<file path="src/hdl/tbcs_pkg.sv">
// Types, constants and the microcode store of the byte machine.
package tbcs_pkg;

  localparam int REG_COUNT = 16;
  localparam int REG_AW    = 4;

  typedef enum logic [1:0] {
    KIND_WRITE = 2'd0,
    KIND_EXEC  = 2'd1,
    KIND_RDMEM = 2'd2,
    KIND_RDREG = 2'd3
  } kind_t;

  typedef struct packed {
    kind_t       kind;
    logic [7:0]  address;
    logic [7:0]  data;
  } in_word_t;

  typedef struct packed {
    logic [7:0]  read_data;
    logic [7:0]  program_counter;
    logic [15:0] instruction;
    logic        halted;
    logic        pc_fault;
  } out_word_t;

  // Opcodes (top nibble of the instruction word).
  localparam logic [3:0] OP_LOAD  = 4'h1;
  localparam logic [3:0] OP_LDI   = 4'h2;
  localparam logic [3:0] OP_STORE = 4'h3;
  localparam logic [3:0] OP_MOVE  = 4'h4;
  localparam logic [3:0] OP_ADD   = 4'h5;
  localparam logic [3:0] OP_NOP   = 4'h6;
  localparam logic [3:0] OP_OR    = 4'h7;
  localparam logic [3:0] OP_AND   = 4'h8;
  localparam logic [3:0] OP_XOR   = 4'h9;
  localparam logic [3:0] OP_ROR   = 4'hA;
  localparam logic [3:0] OP_JMP   = 4'hB;
  localparam logic [3:0] OP_BRGT  = 4'hD;

  // Control word fields.
  typedef enum logic [1:0] {MRA_PC, MRA_PC1, MRA_XY, MRA_ADDR} mra_t;
  typedef enum logic [1:0] {MW_NONE, MW_DATA, MW_REG} mw_t;
  typedef enum logic [2:0] {RRA_R, RRA_S, RRA_T, RRA_ZERO, RRA_ADDR} rra_t;
  typedef enum logic [1:0] {ML_NONE, ML_IRH, ML_IRL, ML_A} mlat_t;
  typedef enum logic [1:0] {RL_NONE, RL_A, RL_B} rlat_t;
  typedef enum logic [1:0] {RW_NONE, RW_R, RW_T} rw_t;
  typedef enum logic [1:0] {ALU_PASS, ALU_IMM, ALU_BIN, ALU_ROR} alu_t;
  typedef enum logic [1:0] {PC_KEEP, PC_INC2, PC_XY, PC_A} pcop_t;
  typedef enum logic [1:0] {FL_NONE, FL_HALT, FL_FAULT} flag_t;
  typedef enum logic [2:0] {SQ_NEXT, SQ_JUMP, SQ_DISPATCH, SQ_BRGT, SQ_DONE} seq_t;

  typedef logic [5:0] upc_t;

  // Microprogram addresses.
  localparam upc_t U_IDLE = 6'd0;
  localparam upc_t U_WR   = 6'd1;
  localparam upc_t U_RM0  = 6'd2;
  localparam upc_t U_RM1  = 6'd3;
  localparam upc_t U_RM2  = 6'd4;
  localparam upc_t U_RR0  = 6'd5;
  localparam upc_t U_RR1  = 6'd6;
  localparam upc_t U_RR2  = 6'd7;
  localparam upc_t U_XNOP = 6'd8;
  localparam upc_t U_XFLT = 6'd9;
  localparam upc_t U_F0   = 6'd10;
  localparam upc_t U_F1   = 6'd11;
  localparam upc_t U_F2   = 6'd12;
  localparam upc_t U_F3   = 6'd13;
  localparam upc_t U_LD0  = 6'd14;
  localparam upc_t U_LD1  = 6'd15;
  localparam upc_t U_LD2  = 6'd16;
  localparam upc_t U_LDI  = 6'd17;
  localparam upc_t U_ST0  = 6'd18;
  localparam upc_t U_ST1  = 6'd19;
  localparam upc_t U_MV0  = 6'd20;
  localparam upc_t U_MV1  = 6'd21;
  localparam upc_t U_MV2  = 6'd22;
  localparam upc_t U_AL0  = 6'd23;
  localparam upc_t U_AL1  = 6'd24;
  localparam upc_t U_AL2  = 6'd25;
  localparam upc_t U_AL3  = 6'd26;
  localparam upc_t U_RO0  = 6'd27;
  localparam upc_t U_RO1  = 6'd28;
  localparam upc_t U_JP0  = 6'd29;
  localparam upc_t U_JP1  = 6'd30;
  localparam upc_t U_BR0  = 6'd31;
  localparam upc_t U_BR1  = 6'd32;
  localparam upc_t U_BR2  = 6'd33;
  localparam upc_t U_TAIL = 6'd34;
  localparam upc_t U_BRT  = 6'd35;
  localparam upc_t U_HLT  = 6'd36;

  typedef struct packed {
    mra_t  mra;
    mw_t   mw;
    rra_t  rra;
    mlat_t mlat;
    rlat_t rlat;
    rw_t   rw;
    alu_t  alu;
    pcop_t pcop;
    flag_t flag;
    seq_t  seq;
    logic  out_rd;
    logic  out_ir;
    upc_t  target;
  } uword_t;

  localparam uword_t UW_NOP = '{
    mra: MRA_PC, mw: MW_NONE, rra: RRA_R, mlat: ML_NONE, rlat: RL_NONE,
    rw: RW_NONE, alu: ALU_PASS, pcop: PC_KEEP, flag: FL_NONE, seq: SQ_NEXT,
    out_rd: 1'b0, out_ir: 1'b0, target: U_IDLE
  };

  // Microcode store. A read issued in one step is latched in the next.
  function automatic uword_t ucode(input upc_t a);
    uword_t w;
    w = UW_NOP;
    unique case (a)
      U_WR:   begin w.mw = MW_DATA; w.seq = SQ_DONE; end
      U_RM0:  begin w.mra = MRA_ADDR; end
      U_RM1:  begin w.mlat = ML_A; end
      U_RM2:  begin w.seq = SQ_DONE; w.out_rd = 1'b1; end
      U_RR0:  begin w.rra = RRA_ADDR; end
      U_RR1:  begin w.rlat = RL_A; end
      U_RR2:  begin w.seq = SQ_DONE; w.out_rd = 1'b1; end
      U_XNOP: begin w.seq = SQ_DONE; end
      U_XFLT: begin w.flag = FL_FAULT; w.seq = SQ_DONE; end
      U_F0:   begin w.mra = MRA_PC; end
      U_F1:   begin w.mlat = ML_IRH; w.mra = MRA_PC1; end
      U_F2:   begin w.mlat = ML_IRL; end
      U_F3:   begin w.rra = RRA_R; w.seq = SQ_DISPATCH; end
      U_LD0:  begin w.mra = MRA_XY; end
      U_LD1:  begin w.mlat = ML_A; end
      U_LD2:  begin w.rw = RW_R; w.alu = ALU_PASS; w.seq = SQ_JUMP; w.target = U_TAIL; end
      U_LDI:  begin w.rw = RW_R; w.alu = ALU_IMM; w.seq = SQ_JUMP; w.target = U_TAIL; end
      U_ST0:  begin w.rlat = RL_A; end
      U_ST1:  begin w.mw = MW_REG; w.seq = SQ_JUMP; w.target = U_TAIL; end
      U_MV0:  begin w.rra = RRA_S; end
      U_MV1:  begin w.rlat = RL_A; end
      U_MV2:  begin w.rw = RW_T; w.alu = ALU_PASS; w.seq = SQ_JUMP; w.target = U_TAIL; end
      U_AL0:  begin w.rra = RRA_S; end
      U_AL1:  begin w.rlat = RL_A; w.rra = RRA_T; end
      U_AL2:  begin w.rlat = RL_B; end
      U_AL3:  begin w.rw = RW_R; w.alu = ALU_BIN; w.seq = SQ_JUMP; w.target = U_TAIL; end
      U_RO0:  begin w.rlat = RL_A; end
      U_RO1:  begin w.rw = RW_R; w.alu = ALU_ROR; w.seq = SQ_JUMP; w.target = U_TAIL; end
      U_JP0:  begin w.rlat = RL_A; end
      U_JP1:  begin w.pcop = PC_A; w.seq = SQ_DONE; w.out_ir = 1'b1; end
      U_BR0:  begin w.rlat = RL_A; w.rra = RRA_ZERO; end
      U_BR1:  begin w.rlat = RL_B; end
      U_BR2:  begin w.seq = SQ_BRGT; w.target = U_BRT; end
      U_TAIL: begin w.pcop = PC_INC2; w.seq = SQ_DONE; w.out_ir = 1'b1; end
      U_BRT:  begin w.pcop = PC_XY; w.seq = SQ_DONE; w.out_ir = 1'b1; end
      U_HLT:  begin w.flag = FL_HALT; w.seq = SQ_JUMP; w.target = U_TAIL; end
      default: w = UW_NOP;
    endcase
    return w;
  endfunction

  // Entry point of the routine for each opcode.
  function automatic upc_t dispatch(input logic [3:0] op);
    upc_t u;
    unique case (op)
      OP_LOAD:  u = U_LD0;
      OP_LDI:   u = U_LDI;
      OP_STORE: u = U_ST0;
      OP_MOVE:  u = U_MV0;
      OP_ADD, OP_OR, OP_AND, OP_XOR: u = U_AL0;
      OP_NOP:   u = U_TAIL;
      OP_ROR:   u = U_RO0;
      OP_JMP:   u = U_JP0;
      OP_BRGT:  u = U_BR0;
      default:  u = U_HLT;
    endcase
    return u;
  endfunction

endpackage

</file>
<file path="src/hdl/toy_byte_cpu_step.sv">
// Top level of the microcoded byte machine: sequencer, datapath and stores.
// The result strobe is registered and rises in the cycle after an item's last step.
// Steps per item: memory write 1, memory or register read 3, execute while halted
// or off the end of memory 1, executed instruction 5 to 9 (ALU ops take 9).
// No new item is taken while busy; fetch and operand reads go one at a time
// through the single read ports of the memory and the register file.
// Reset (synchronous, active low) zeroes pc, flags and all valid bits at once.
module toy_byte_cpu_step #(
  parameter int MEM_DEPTH = 256
) (
  input  logic                 clk,
  input  logic                 rst_n,
  input  logic                 start,
  output logic                 busy,
  input  tbcs_pkg::in_word_t   in_word,
  output logic                 out_valid,
  output tbcs_pkg::out_word_t  out_word
);
  import tbcs_pkg::*;

  localparam int         MEM_AW    = (MEM_DEPTH > 1) ? $clog2(MEM_DEPTH) : 1;
  localparam logic [8:0] MEM_LIMIT = 9'(MEM_DEPTH);

  // Sequencer state and the control word of the current step.
  upc_t   upc_r, upc_nxt;
  uword_t uw;

  // Architectural state; memory and register contents live in the RAMs, and an
  // entry that was never written since reset reads as zero via its valid bit.
  logic [7:0]           pc_r, pc_nxt;
  logic                 halt_r, halt_nxt;
  logic                 fault_r, fault_nxt;
  logic [MEM_DEPTH-1:0] mem_vld_r, mem_vld_nxt;
  logic [REG_COUNT-1:0] reg_vld_r, reg_vld_nxt;

  // Working registers of the datapath.
  in_word_t    in_r;
  logic [15:0] ir_r, ir_nxt;
  logic [7:0]  a_r, a_nxt;
  logic [7:0]  b_r, b_nxt;
  logic        mvld_q_r, mvld_q_nxt;
  logic        rvld_q_r, rvld_q_nxt;

  // Result register.
  out_word_t out_r, out_nxt;
  logic      out_valid_r;

  logic              accept;
  logic              done;
  logic [7:0]        xy;
  logic [3:0]        opc;
  logic [8:0]        mra9;
  logic [MEM_AW-1:0] mra_idx;
  logic              mrd_ok;
  logic [7:0]        mwa;
  logic [MEM_AW-1:0] mwa_idx;
  logic [7:0]        mwd;
  logic              mem_we;
  logic [7:0]        mem_rdata;
  logic [7:0]        mem_val;
  logic [REG_AW-1:0] rra;
  logic [REG_AW-1:0] rwa;
  logic              reg_we;
  logic [7:0]        reg_rdata;
  logic [7:0]        reg_val;
  logic [7:0]        alu;
  logic [8:0]        inc9;
  logic              gt;

  assign uw     = ucode(upc_r);
  assign busy   = (upc_r != U_IDLE);
  assign accept = start && !busy;
  assign done   = busy && (uw.seq == SQ_DONE);
  assign xy     = ir_r[7:0];
  assign opc    = ir_r[15:12];
  assign gt     = $signed(a_r) > $signed(b_r);
  assign inc9   = {1'b0, pc_r} + 9'd2;

  // Memory read port. The second fetch byte may sit one past the last address.
  always_comb begin
    unique case (uw.mra)
      MRA_PC:   mra9 = {1'b0, pc_r};
      MRA_PC1:  mra9 = {1'b0, pc_r} + 9'd1;
      MRA_XY:   mra9 = {1'b0, xy};
      MRA_ADDR: mra9 = {1'b0, in_r.address};
      default:  mra9 = {1'b0, pc_r};
    endcase
  end

  assign mrd_ok     = (mra9 < MEM_LIMIT);
  assign mra_idx    = mra9[MEM_AW-1:0];
  assign mvld_q_nxt = mrd_ok ? mem_vld_r[mra_idx] : 1'b0;
  assign mem_val    = mvld_q_r ? mem_rdata : 8'd0;

  // Memory write port: a host write or a store instruction. Out-of-range
  // addresses are dropped.
  assign mwa     = (uw.mw == MW_DATA) ? in_r.address : xy;
  assign mwd     = (uw.mw == MW_DATA) ? in_r.data : a_r;
  assign mwa_idx = mwa[MEM_AW-1:0];
  assign mem_we  = (uw.mw != MW_NONE) && ({1'b0, mwa} < MEM_LIMIT);

  tbcs_ram #(
    .WIDTH (8),
    .DEPTH (MEM_DEPTH)
  ) u_mem (
    .clk   (clk),
    .we    (mem_we),
    .waddr (mwa_idx),
    .wdata (mwd),
    .raddr (mra_idx),
    .rdata (mem_rdata)
  );

  // Register file read and write ports.
  always_comb begin
    unique case (uw.rra)
      RRA_R:    rra = ir_r[11:8];
      RRA_S:    rra = ir_r[7:4];
      RRA_T:    rra = ir_r[3:0];
      RRA_ZERO: rra = '0;
      RRA_ADDR: rra = in_r.address[REG_AW-1:0];
      default:  rra = '0;
    endcase
  end

  assign rvld_q_nxt = reg_vld_r[rra];
  assign reg_val    = rvld_q_r ? reg_rdata : 8'd0;
  assign rwa        = (uw.rw == RW_T) ? ir_r[3:0] : ir_r[11:8];
  assign reg_we     = (uw.rw != RW_NONE);

  // ALU: binary ops are picked by the opcode; rotate uses the low three bits of t.
  always_comb begin
    unique case (uw.alu)
      ALU_PASS: alu = a_r;
      ALU_IMM:  alu = xy;
      ALU_ROR:  alu = 8'({a_r, a_r} >> ir_r[2:0]);
      ALU_BIN: begin
        unique case (opc)
          OP_OR:   alu = a_r | b_r;
          OP_AND:  alu = a_r & b_r;
          OP_XOR:  alu = a_r ^ b_r;
          default: alu = a_r + b_r;
        endcase
      end
      default:  alu = a_r;
    endcase
  end

  tbcs_ram #(
    .WIDTH (8),
    .DEPTH (REG_COUNT)
  ) u_regs (
    .clk   (clk),
    .we    (reg_we),
    .waddr (rwa),
    .wdata (alu),
    .raddr (rra),
    .rdata (reg_rdata)
  );

  // Datapath next state.
  always_comb begin
    ir_nxt      = ir_r;
    a_nxt       = a_r;
    b_nxt       = b_r;
    pc_nxt      = pc_r;
    halt_nxt    = halt_r;
    fault_nxt   = fault_r;
    mem_vld_nxt = mem_vld_r;
    reg_vld_nxt = reg_vld_r;

    unique case (uw.mlat)
      ML_IRH:  ir_nxt[15:8] = mem_val;
      ML_IRL:  ir_nxt[7:0]  = mem_val;
      ML_A:    a_nxt        = mem_val;
      default: ;
    endcase

    unique case (uw.rlat)
      RL_A:    a_nxt = reg_val;
      RL_B:    b_nxt = reg_val;
      default: ;
    endcase

    if (mem_we) begin
      mem_vld_nxt[mwa_idx] = 1'b1;
    end
    if (reg_we) begin
      reg_vld_nxt[rwa] = 1'b1;
    end

    unique case (uw.flag)
      FL_HALT:  halt_nxt = 1'b1;
      FL_FAULT: begin
        halt_nxt  = 1'b1;
        fault_nxt = 1'b1;
      end
      default: ;
    endcase

    // Falling through past the last address halts with a fault; jumps never do.
    unique case (uw.pcop)
      PC_INC2: begin
        pc_nxt = inc9[7:0];
        if (inc9 >= MEM_LIMIT) begin
          halt_nxt  = 1'b1;
          fault_nxt = 1'b1;
        end
      end
      PC_XY:   pc_nxt = xy;
      PC_A:    pc_nxt = a_r;
      default: ;
    endcase
  end

  // Sequencer: the idle step dispatches on the item kind, every other step
  // follows its control word.
  always_comb begin
    upc_nxt = upc_r;
    if (!busy) begin
      if (accept) begin
        unique case (in_word.kind)
          KIND_WRITE: upc_nxt = U_WR;
          KIND_RDMEM: upc_nxt = U_RM0;
          KIND_RDREG: upc_nxt = U_RR0;
          KIND_EXEC: begin
            if (halt_r) begin
              upc_nxt = U_XNOP;
            end else if ({1'b0, pc_r} >= MEM_LIMIT) begin
              upc_nxt = U_XFLT;
            end else begin
              upc_nxt = U_F0;
            end
          end
          default:    upc_nxt = U_IDLE;
        endcase
      end
    end else begin
      unique case (uw.seq)
        SQ_NEXT:     upc_nxt = upc_r + 6'd1;
        SQ_JUMP:     upc_nxt = uw.target;
        SQ_DISPATCH: upc_nxt = dispatch(opc);
        SQ_BRGT:     upc_nxt = gt ? uw.target : upc_r + 6'd1;
        SQ_DONE:     upc_nxt = U_IDLE;
        default:     upc_nxt = U_IDLE;
      endcase
    end
  end

  // The result word carries the state as it stands after the final step.
  always_comb begin
    out_nxt                 = out_r;
    if (done) begin
      out_nxt.read_data       = uw.out_rd ? a_r : 8'd0;
      out_nxt.program_counter = pc_nxt;
      out_nxt.instruction     = uw.out_ir ? ir_r : 16'd0;
      out_nxt.halted          = halt_nxt;
      out_nxt.pc_fault        = fault_nxt;
    end
  end

  always_ff @(posedge clk) begin
    if (!rst_n) begin
      upc_r       <= U_IDLE;
      pc_r        <= '0;
      halt_r      <= 1'b0;
      fault_r     <= 1'b0;
      mem_vld_r   <= '0;
      reg_vld_r   <= '0;
      out_valid_r <= 1'b0;
    end else begin
      upc_r       <= upc_nxt;
      pc_r        <= pc_nxt;
      halt_r      <= halt_nxt;
      fault_r     <= fault_nxt;
      mem_vld_r   <= mem_vld_nxt;
      reg_vld_r   <= reg_vld_nxt;
      out_valid_r <= done;
    end
  end

  always_ff @(posedge clk) begin
    if (accept) begin
      in_r <= in_word;
    end
    ir_r     <= ir_nxt;
    a_r      <= a_nxt;
    b_r      <= b_nxt;
    mvld_q_r <= mvld_q_nxt;
    rvld_q_r <= rvld_q_nxt;
    out_r    <= out_nxt;
  end

  assign out_valid = out_valid_r;
  assign out_word  = out_r;

endmodule

</file>
<file path="src/hdl/tbcs_ram.sv">
// Generic single-write, single-read RAM with registered read data.
module tbcs_ram #(
  parameter int WIDTH = 8,
  parameter int DEPTH = 16,
  localparam int AW = (DEPTH > 1) ? $clog2(DEPTH) : 1
) (
  input  logic             clk,
  input  logic             we,
  input  logic [AW-1:0]    waddr,
  input  logic [WIDTH-1:0] wdata,
  input  logic [AW-1:0]    raddr,
  output logic [WIDTH-1:0] rdata
);

  logic [WIDTH-1:0] mem_r [DEPTH];

  always_ff @(posedge clk) begin
    if (we) begin
      mem_r[waddr] <= wdata;
    end
    rdata <= mem_r[raddr];
  end

endmodule

</file>
<file path="config.mk">
export PLATFORM = sky130hd
export DESIGN_NAME = toy_byte_cpu_step
export DESIGN_NICKNAME = d
export VERILOG_FILES = /design/src/hdl/tbcs_pkg.sv /design/src/hdl/toy_byte_cpu_step.sv /design/src/hdl/tbcs_ram.sv
export SDC_FILE = /design/constraint.sdc
export NUM_CORES = 2
export LEC_CHECK = 0
export ABC_AREA = 1
export BUFFER_PORTS_ARGS = -buffer_cell sky130_fd_sc_hd__buf_2
export CAP_MARGIN = 20
export CORE_MARGIN = 8
export CORE_UTILIZATION = 60
export CTS_CLUSTER_SIZE = 10
export DETAILED_ROUTE_END_ITERATION = 7
export PLACE_DENSITY_LB_ADDON = 0.08
export SLEW_MARGIN = 20
export SYNTH_ARGS = -nofsm -noshare
export SYNTH_HDL_FRONTEND = slang
export SYNTH_HIERARCHICAL = 1
export SYNTH_SLANG_ARGS = --single-unit
</file>
<file path="constraint.sdc">
create_clock -name clk -period 25 [get_ports clk]
set_input_delay 2.5 -clock clk [delete_from_list [all_inputs] [get_ports clk]]
set_output_delay 2.5 -clock clk [all_outputs]
set_load 0.05 [all_outputs]
</file>
# After elaboration in Yosys (flattened, before gate mapping)
# Memories as Yosys holds them, arrays and structs flattened. A register that Yosys moved wholly into a read port is not among the register bits.
# Cells that the tools add are included.
# totals
ram_bits	2176
input_bits	21
rom_bits	96
word_cells	181
mem_count	3
out_inout_bits	36
reg_bits	373
# classes
n_addsub	4
n_eq_ne	66
n_reduce_logical	24
bitwise_logic	5
muxes	49
shift	1
n_lt_le_gt_ge	9
# mem_list
name	words	word_bits	rd	rd_ports_with_merged_regs	write_ports	line	text
u_mem.mem_r	256	8	1	1	1	tbcs_ram.sv:15	logic [WIDTH-1:0] mem_r [DEPTH];
u_regs.mem_r	16	8	1	1	1	tbcs_ram.sv:15	
(no name shown)	16	6	1	1	0	tbcs_pkg.sv:166	unique case (op)
# op_table
cell	n
$or 256x256->256	1
$eq 6x5->1 const B	16
$mux 8	6
$pmux 6 s4	2
$pmux 8 s3	2
$eq 6x4->1 const B	7
$pmux 9 s4	1
$pmux 8 s4	1
$eq 6x6->1 const B	5
$eq 2x2->1 const B	13
$eq 6x3->1 const B	4
$pmux 3 s4	2
$pmux 4 s5	1
$lt 8x9->1 const B	2
$mux 6	3
$pmux 2 s3	3
$eq 2x1->1 const B	8
$mux 1	16
$or 16x16->16	1
$pmux 4 s4	1
$shr 16x3->8	1
$reduce_or 7->1	2
$eq 6x2->1 const B	2
$pmux 2 s2	3
35 further kinds	55

# Logic depth before layout (Yosys ltp)
# logic_depth
depth_word	9
ltp_mapped	25

# Cells and area by module
# The synthesis kept the hierarchy.
# by_module_without_submodules
module	cells_per_inst	seq_area_each_um2	instances	area_each_um2
tbcs_ram (u_mem)	7003	61659.1	1	83396.2
toy_byte_cpu_step	2585	8408.1	1	18626.6
tbcs_ram (u_regs)	551	4003.8	1	5766.8

# Worst setup path after synthesis
# OpenSTA, ideal clock, no wires.
# synth_path
kind	reg-to-reg
start	register upc_r[1]
end	memory u_mem.mem_r[0][5], data pin
n_path_buf	2
period_less_slack_ps	9839
slack_ps	15161
arrival_ps	8260
stages_incl_launch_ff	8
setup_ps	1579
cell_sequence	dfxtp_1 -> inv_1 -> ha_1 -> nand3_2 -> clkbuf_1 -> buf_1 -> nor2_1 -> a21oi_1
# synth_between
elab_chain_cells	4
elab_cells_between_ends	5
# synth_rtl
item	line	text
start, declared	toy_byte_cpu_step.sv:25	upc_t upc_r, upc_nxt;
start signal, assigned	toy_byte_cpu_step.sv:272	upc_r <= upc_nxt;
$eq 6x5->1 or $eq 6x1->1 (tied branches)	tbcs_pkg.sv:121	unique case (a)
$pmux 2 s2 (*)	tbcs_pkg.sv:121	
$eq 2x1->1 (*)	toy_byte_cpu_step.sv:98	assign mwd = (uw.mw == MW_DATA) ? in_r.data : a_r;
$mux 8 (*)	toy_byte_cpu_step.sv:98	
via mwd[5]	toy_byte_cpu_step.sv:57	logic [7:0] mwd;
end, declared	tbcs_ram.sv:15	
# Mark *: on every way through the listed nets, which the timed path passes. The rest lies on a longest branch.

# Worst setup path in the final report
# layout_path
start	register upc_r[0]
end	register u_mem.rdata[5], read port of u_mem.mem_r
# layout_between
elab_chain_cells	4
elab_cells_between_ends	9
# layout_rtl
item	line	text
$eq 6x4->1 or $eq 6x2->1 (tied branches)	tbcs_pkg.sv:121	
$pmux 2 s3 (*)	tbcs_pkg.sv:121	
$eq 2x2->1, or another cell as far along	toy_byte_cpu_step.sv:81	unique case (uw.mra)
$pmux 9 s4 (*)	toy_byte_cpu_step.sv:81	
end, declared	tbcs_ram.sv:12	output logic [WIDTH-1:0] rdata
# Mark *: on every way between the ends. The rest lies on a longest branch, timed or not.
# A chain may end at the register's enable or synchronous reset.

==> summary.md <==
| Metric | Value |
|---|---|
| Routed WL | `298 mm` |
| Most used cell, CP | `nand3_1` |
| Critical path cell sequence | `inv_1, ha_1, inv_1, nor2_1, nand3_1, nand2_1, nor2_4, buf_4, nand2_4, inv_16, buf_4, buf_4, nand2_1, nand3_1, nand3_1, nand3_1, nand3_1, nand3_1, nand3_1, nand2_1, nand2_1, nand2_1` |
| Clock Skew | `49.0 ps` |
| Peak supply drop | `0.0948 mV` |
| Clock tree sinks | `2571` |
| F_max | `0.148 GHz` |
| Post-Synth Simple-Gate Area | `23.3%` |
| Postcts setup bufs | `0` |
| Post-Synth Adder-Cell Area | `0.402%` |
| Initial antenna violation count | `9` |
| RSZ-0062 raised after global routing | `false` |
| H-Tree Level Count | `5` |
| Setup_tns | `0 ps` |
| Hold path depth | `2` |
| GPL Wtd Cong | `0.897` |
| Largest area contributor in the netlist | `edfxtp_1` |
| Initial core utilization | `60.4%` |
| Critical path startpoint category | `flop` |
| Failing checks | `design-rule violations` |
| Synth cell types | `55` |
| Largest family of logic cells by synthesized area | `simple AND/OR/NAND/NOR gates` |
| Mux share of post-synthesis cell area | `0%` |
| Core Region | `178000 sq um` |
| Crit share post-route | `27.0%` |
| FP Rows | `155` |
| WP data required | `25860 ps` |
| Synth Warn # | `6` |
| Leakage power | `41.6 nW` |
| Via density | `6.12` |
| Root buf cell | `clkbuf_16` |
| Vias | `76100` |
| Share of layout cells above drive strength 1 | `5.71%` |
| Post-layout util | `65.8%` |
| Hpwl dp | `166 mm` |
| Post-Synth XOR/XNOR Area | `0.0569%` |
| Fin crit period | `6750 ps` |
| Worst setup path category | `reg2reg` |
| CP endpoint kind | `flop` |
| Post-CTS sizing | `0` |
| Crit-path max cell delay | `980 ps` |
| I/O pin count | `57` |
| Share of the synthesized area in the top cell type | `62.9%` |
| Slew Viols, Final | `0` |
| Synth area leaders | `edfxtp_1 63%, nand3_1 11%, nand2_1 10%, dfxtp_1 5.8%, inv_1 1.8%` |
| Pre-antenna DRT Iters | `8` |
| Top Family by Delay on Critical Path | `buffers and inverters` |
| DRT iter0 DRCs | `9552` |
| Die width | `440 um` |
| Mapped cell area | `108000 sq um` |
| Slowest-stage cell, CP | `buf_4` |
| Status | `finished with violations` |
| Die height | `440 um` |
| CTS buffer count | `310` |
| Port buffer count | `56` |
| Cell count after synthesis | `10100` |
| Max-Slew Margin vs Limit | `14.7%` |
| Worst skew pair latency | `930 ps` |
| Arr. time, crit path | `7620 ps` |
| Total Routing Usage GR | `30.1%` |
| Max-cap violations | `0` |
| Clk buf depth | `4` |
| Synthesized Nets | `10200` |
| Area delta synth->final | `8.95%` |
| Crit. path cell count | `22` |
| Grt total ovfl | `0` |
| Worst R2R Path Depth | `22` |
| Post-CTS Hold Buffers | `0` |
| Compound-gate portion of the synthesized area | `2.57%` |
| Largest net degree at the start of global routing | `223` |
| Clk slew on worst S/H paths | `50 ps` |
| CTS tree | `done` |
| Syn Area/Cell | `10.6 sq um` |
| Synth Register Bits | `2571` |
| Crit-path max FO | `180` |
| First-pass GRT wire length | `446 mm` |
| Hold Vio Cnt, Final | `0` |
| Worst path bufs/invs | `6` |
| Remaining DRCs | `1` |
| # nets final | `10000` |
| Setup Viol. Count Final | `0` |
| Vias in the first global route | `71200` |
| Slew @ Worst Pin | `1280 ps` |
| Die area | `193000 sq um` |
| Sequential element share of the synthesized area | `68.7%` |
| Pwr Total | `0.0127 W` |
| Post-DRT Antenna Nets | `0` |
| Drt wl/cell | `24.0 um` |
| Worst Hold Class | `reg2reg` |
| Power density cells | `108 nW/um^2` |
-- placed cells by master, fill, tap and decap left out, drive strengths merged, types with 3 or more instances in the layout --
cell type and count:
nor3 29, clkinv 8, dfxtp 313, o21ai 90, buf 178, a211oi 3
nor4 5, nor2 475, clkbuf 397, nand2 2872, nand3b 3, o22ai 7
edfxtp 2258, ha 33, xor2 6, a32o 4, o2111ai 13, inv 544
a21oi 314, o211ai 38, nand3 2442, nand4 6, a31oi 16
-- path summary, 6_finish.rpt --
check                             start                         end  slack [ps]
max reg2reg       upc_r[0]$_SDFFE_PN0P_      u_mem/rdata[5]$_DFF_P_       18250
min reg2reg  reg_vld_r[10]$_SDFFE_PN0P_  reg_vld_r[10]$_SDFFE_PN0P_         450
max               upc_r[0]$_SDFFE_PN0P_      u_mem/rdata[5]$_DFF_P_       18250
min          reg_vld_r[10]$_SDFFE_PN0P_  reg_vld_r[10]$_SDFFE_PN0P_         450
-- worst reg2reg max path: stages, from the launching register on --
cell and delay [ps]:
dfxtp_1 460, inv_1 110, ha_1 310, inv_1 110, nor2_1 70, nand3_1 80
nand2_1 100, nor2_4 80, buf_4 580, nand2_4 670, inv_16 520, buf_4 1290
buf_4 1030, nand2_1 120, nand3_1 110, nand3_1 80, nand3_1 110, nand3_1 200
nand3_1 200, nand3_1 200, nand2_1 160, nand2_1 60, nand2_1 70
-- sequential cells by signal, summed over array words and instances (netlist names), named ones only --
signal	count
a_r	8
b_r	8
fault_r	1
halt_r	1
in_r	16
ir_r	16
mem_vld_r	256
mvld_q_r	1
out_valid	1
out_word	34
pc_r	8
reg_vld_r	16
rvld_q_r	1
u_mem/mem_r	2048
u_mem/rdata	8
u_regs/mem_r	128
u_regs/rdata	8
upc_r	6
-- synthesized netlist by cell type (all sizes together) --
| cell | count |
|---|---|
| a211oi | 3 |
| xor2 | 6 |
| edfxtp | 2258 |
| or2 | 2 |
| a2bb2oi | 1 |
| clkinv | 3 |
| o211ai | 38 |
| nand2 | 2872 |
| ha | 33 |
| nor2 | 475 |
| a2111oi | 1 |
| a21o | 1 |
| nand3b | 3 |
| dfxtp | 313 |
| a21oi | 314 |
| and2 | 2 |
| o311ai | 1 |
| nand4 | 6 |
| clkbuf | 179 |
| o221ai | 2 |
| a221oi | 2 |
| o22ai | 7 |
| o2111ai | 13 |
| nand3 | 2442 |
| o31ai | 1 |
| fa | 1 |
| a32o | 4 |
| inv | 542 |
| o21ai | 90 |
| buf | 467 |
| nor4 | 5 |
| o21a | 2 |
| nor3 | 29 |
| xnor2 | 1 |
| a32oi | 1 |
| o21bai | 2 |
| a311oi | 1 |
| a31oi | 16 |
-- power breakdown --
group	leakage, nW	internal [W]	switching [W]
sequential	22.9	0.00520	0.0000514
clock	4.05	0.00228	0.00158
combinational	14.7	0.000767	0.00281
total	41.6	0.00824	0.00444
-- cell type report --
| class | count | area, sq um |
|---|---|---|
| Tap cell | 2355 | 2950 |
| Sequential cell | 2571 | 74100 |
| Inverter | 545 | 2090 |
| Clock buffer | 397 | 8230 |
| Fill cell | 13600 | 61000 |
| Antenna cell | 1 | 2.50 |
| Timing Repair Buffer | 178 | 1390 |
| Multi-Input combinational cell | 6377 | 28600 |
| Clock inverter | 8 | 97.6 |
-- metal layers --
metal	global-route usage (%)	up-vias	share of wire [%]
met5	0	-	0.016
met4	12.5	8	4.3
met3	5.74	738	9.9
met2	46.6	3998	46
met1	42.2	36800	40
li1	-	34600	-
-- through the flow --
stage	area, sq um	cells	hold slack [ps]	setup slack, ps
floorplan	108000	10100	427	15160
global placement	109000	12000	436	18430
detailed placement	109000	12000	440	18340
CTS	117000	12400	449	18360
global route	117000	12400	469	17910
finish	117000	12400	450	18250
-- kinds of logic (layout without fill, tap and decap cells) --
family,after synthesis,in the layout
adders and majority gates,34,34
and+or+nand+nor,5836,5836
other,0,1
buffers and inverters,1191,1128
xor gates and xnor gates,7,7
DFF,2571,2571
AOI/OAI and AO/OA,500,500
Note: power is estimated with default switching activity, not from simulation.
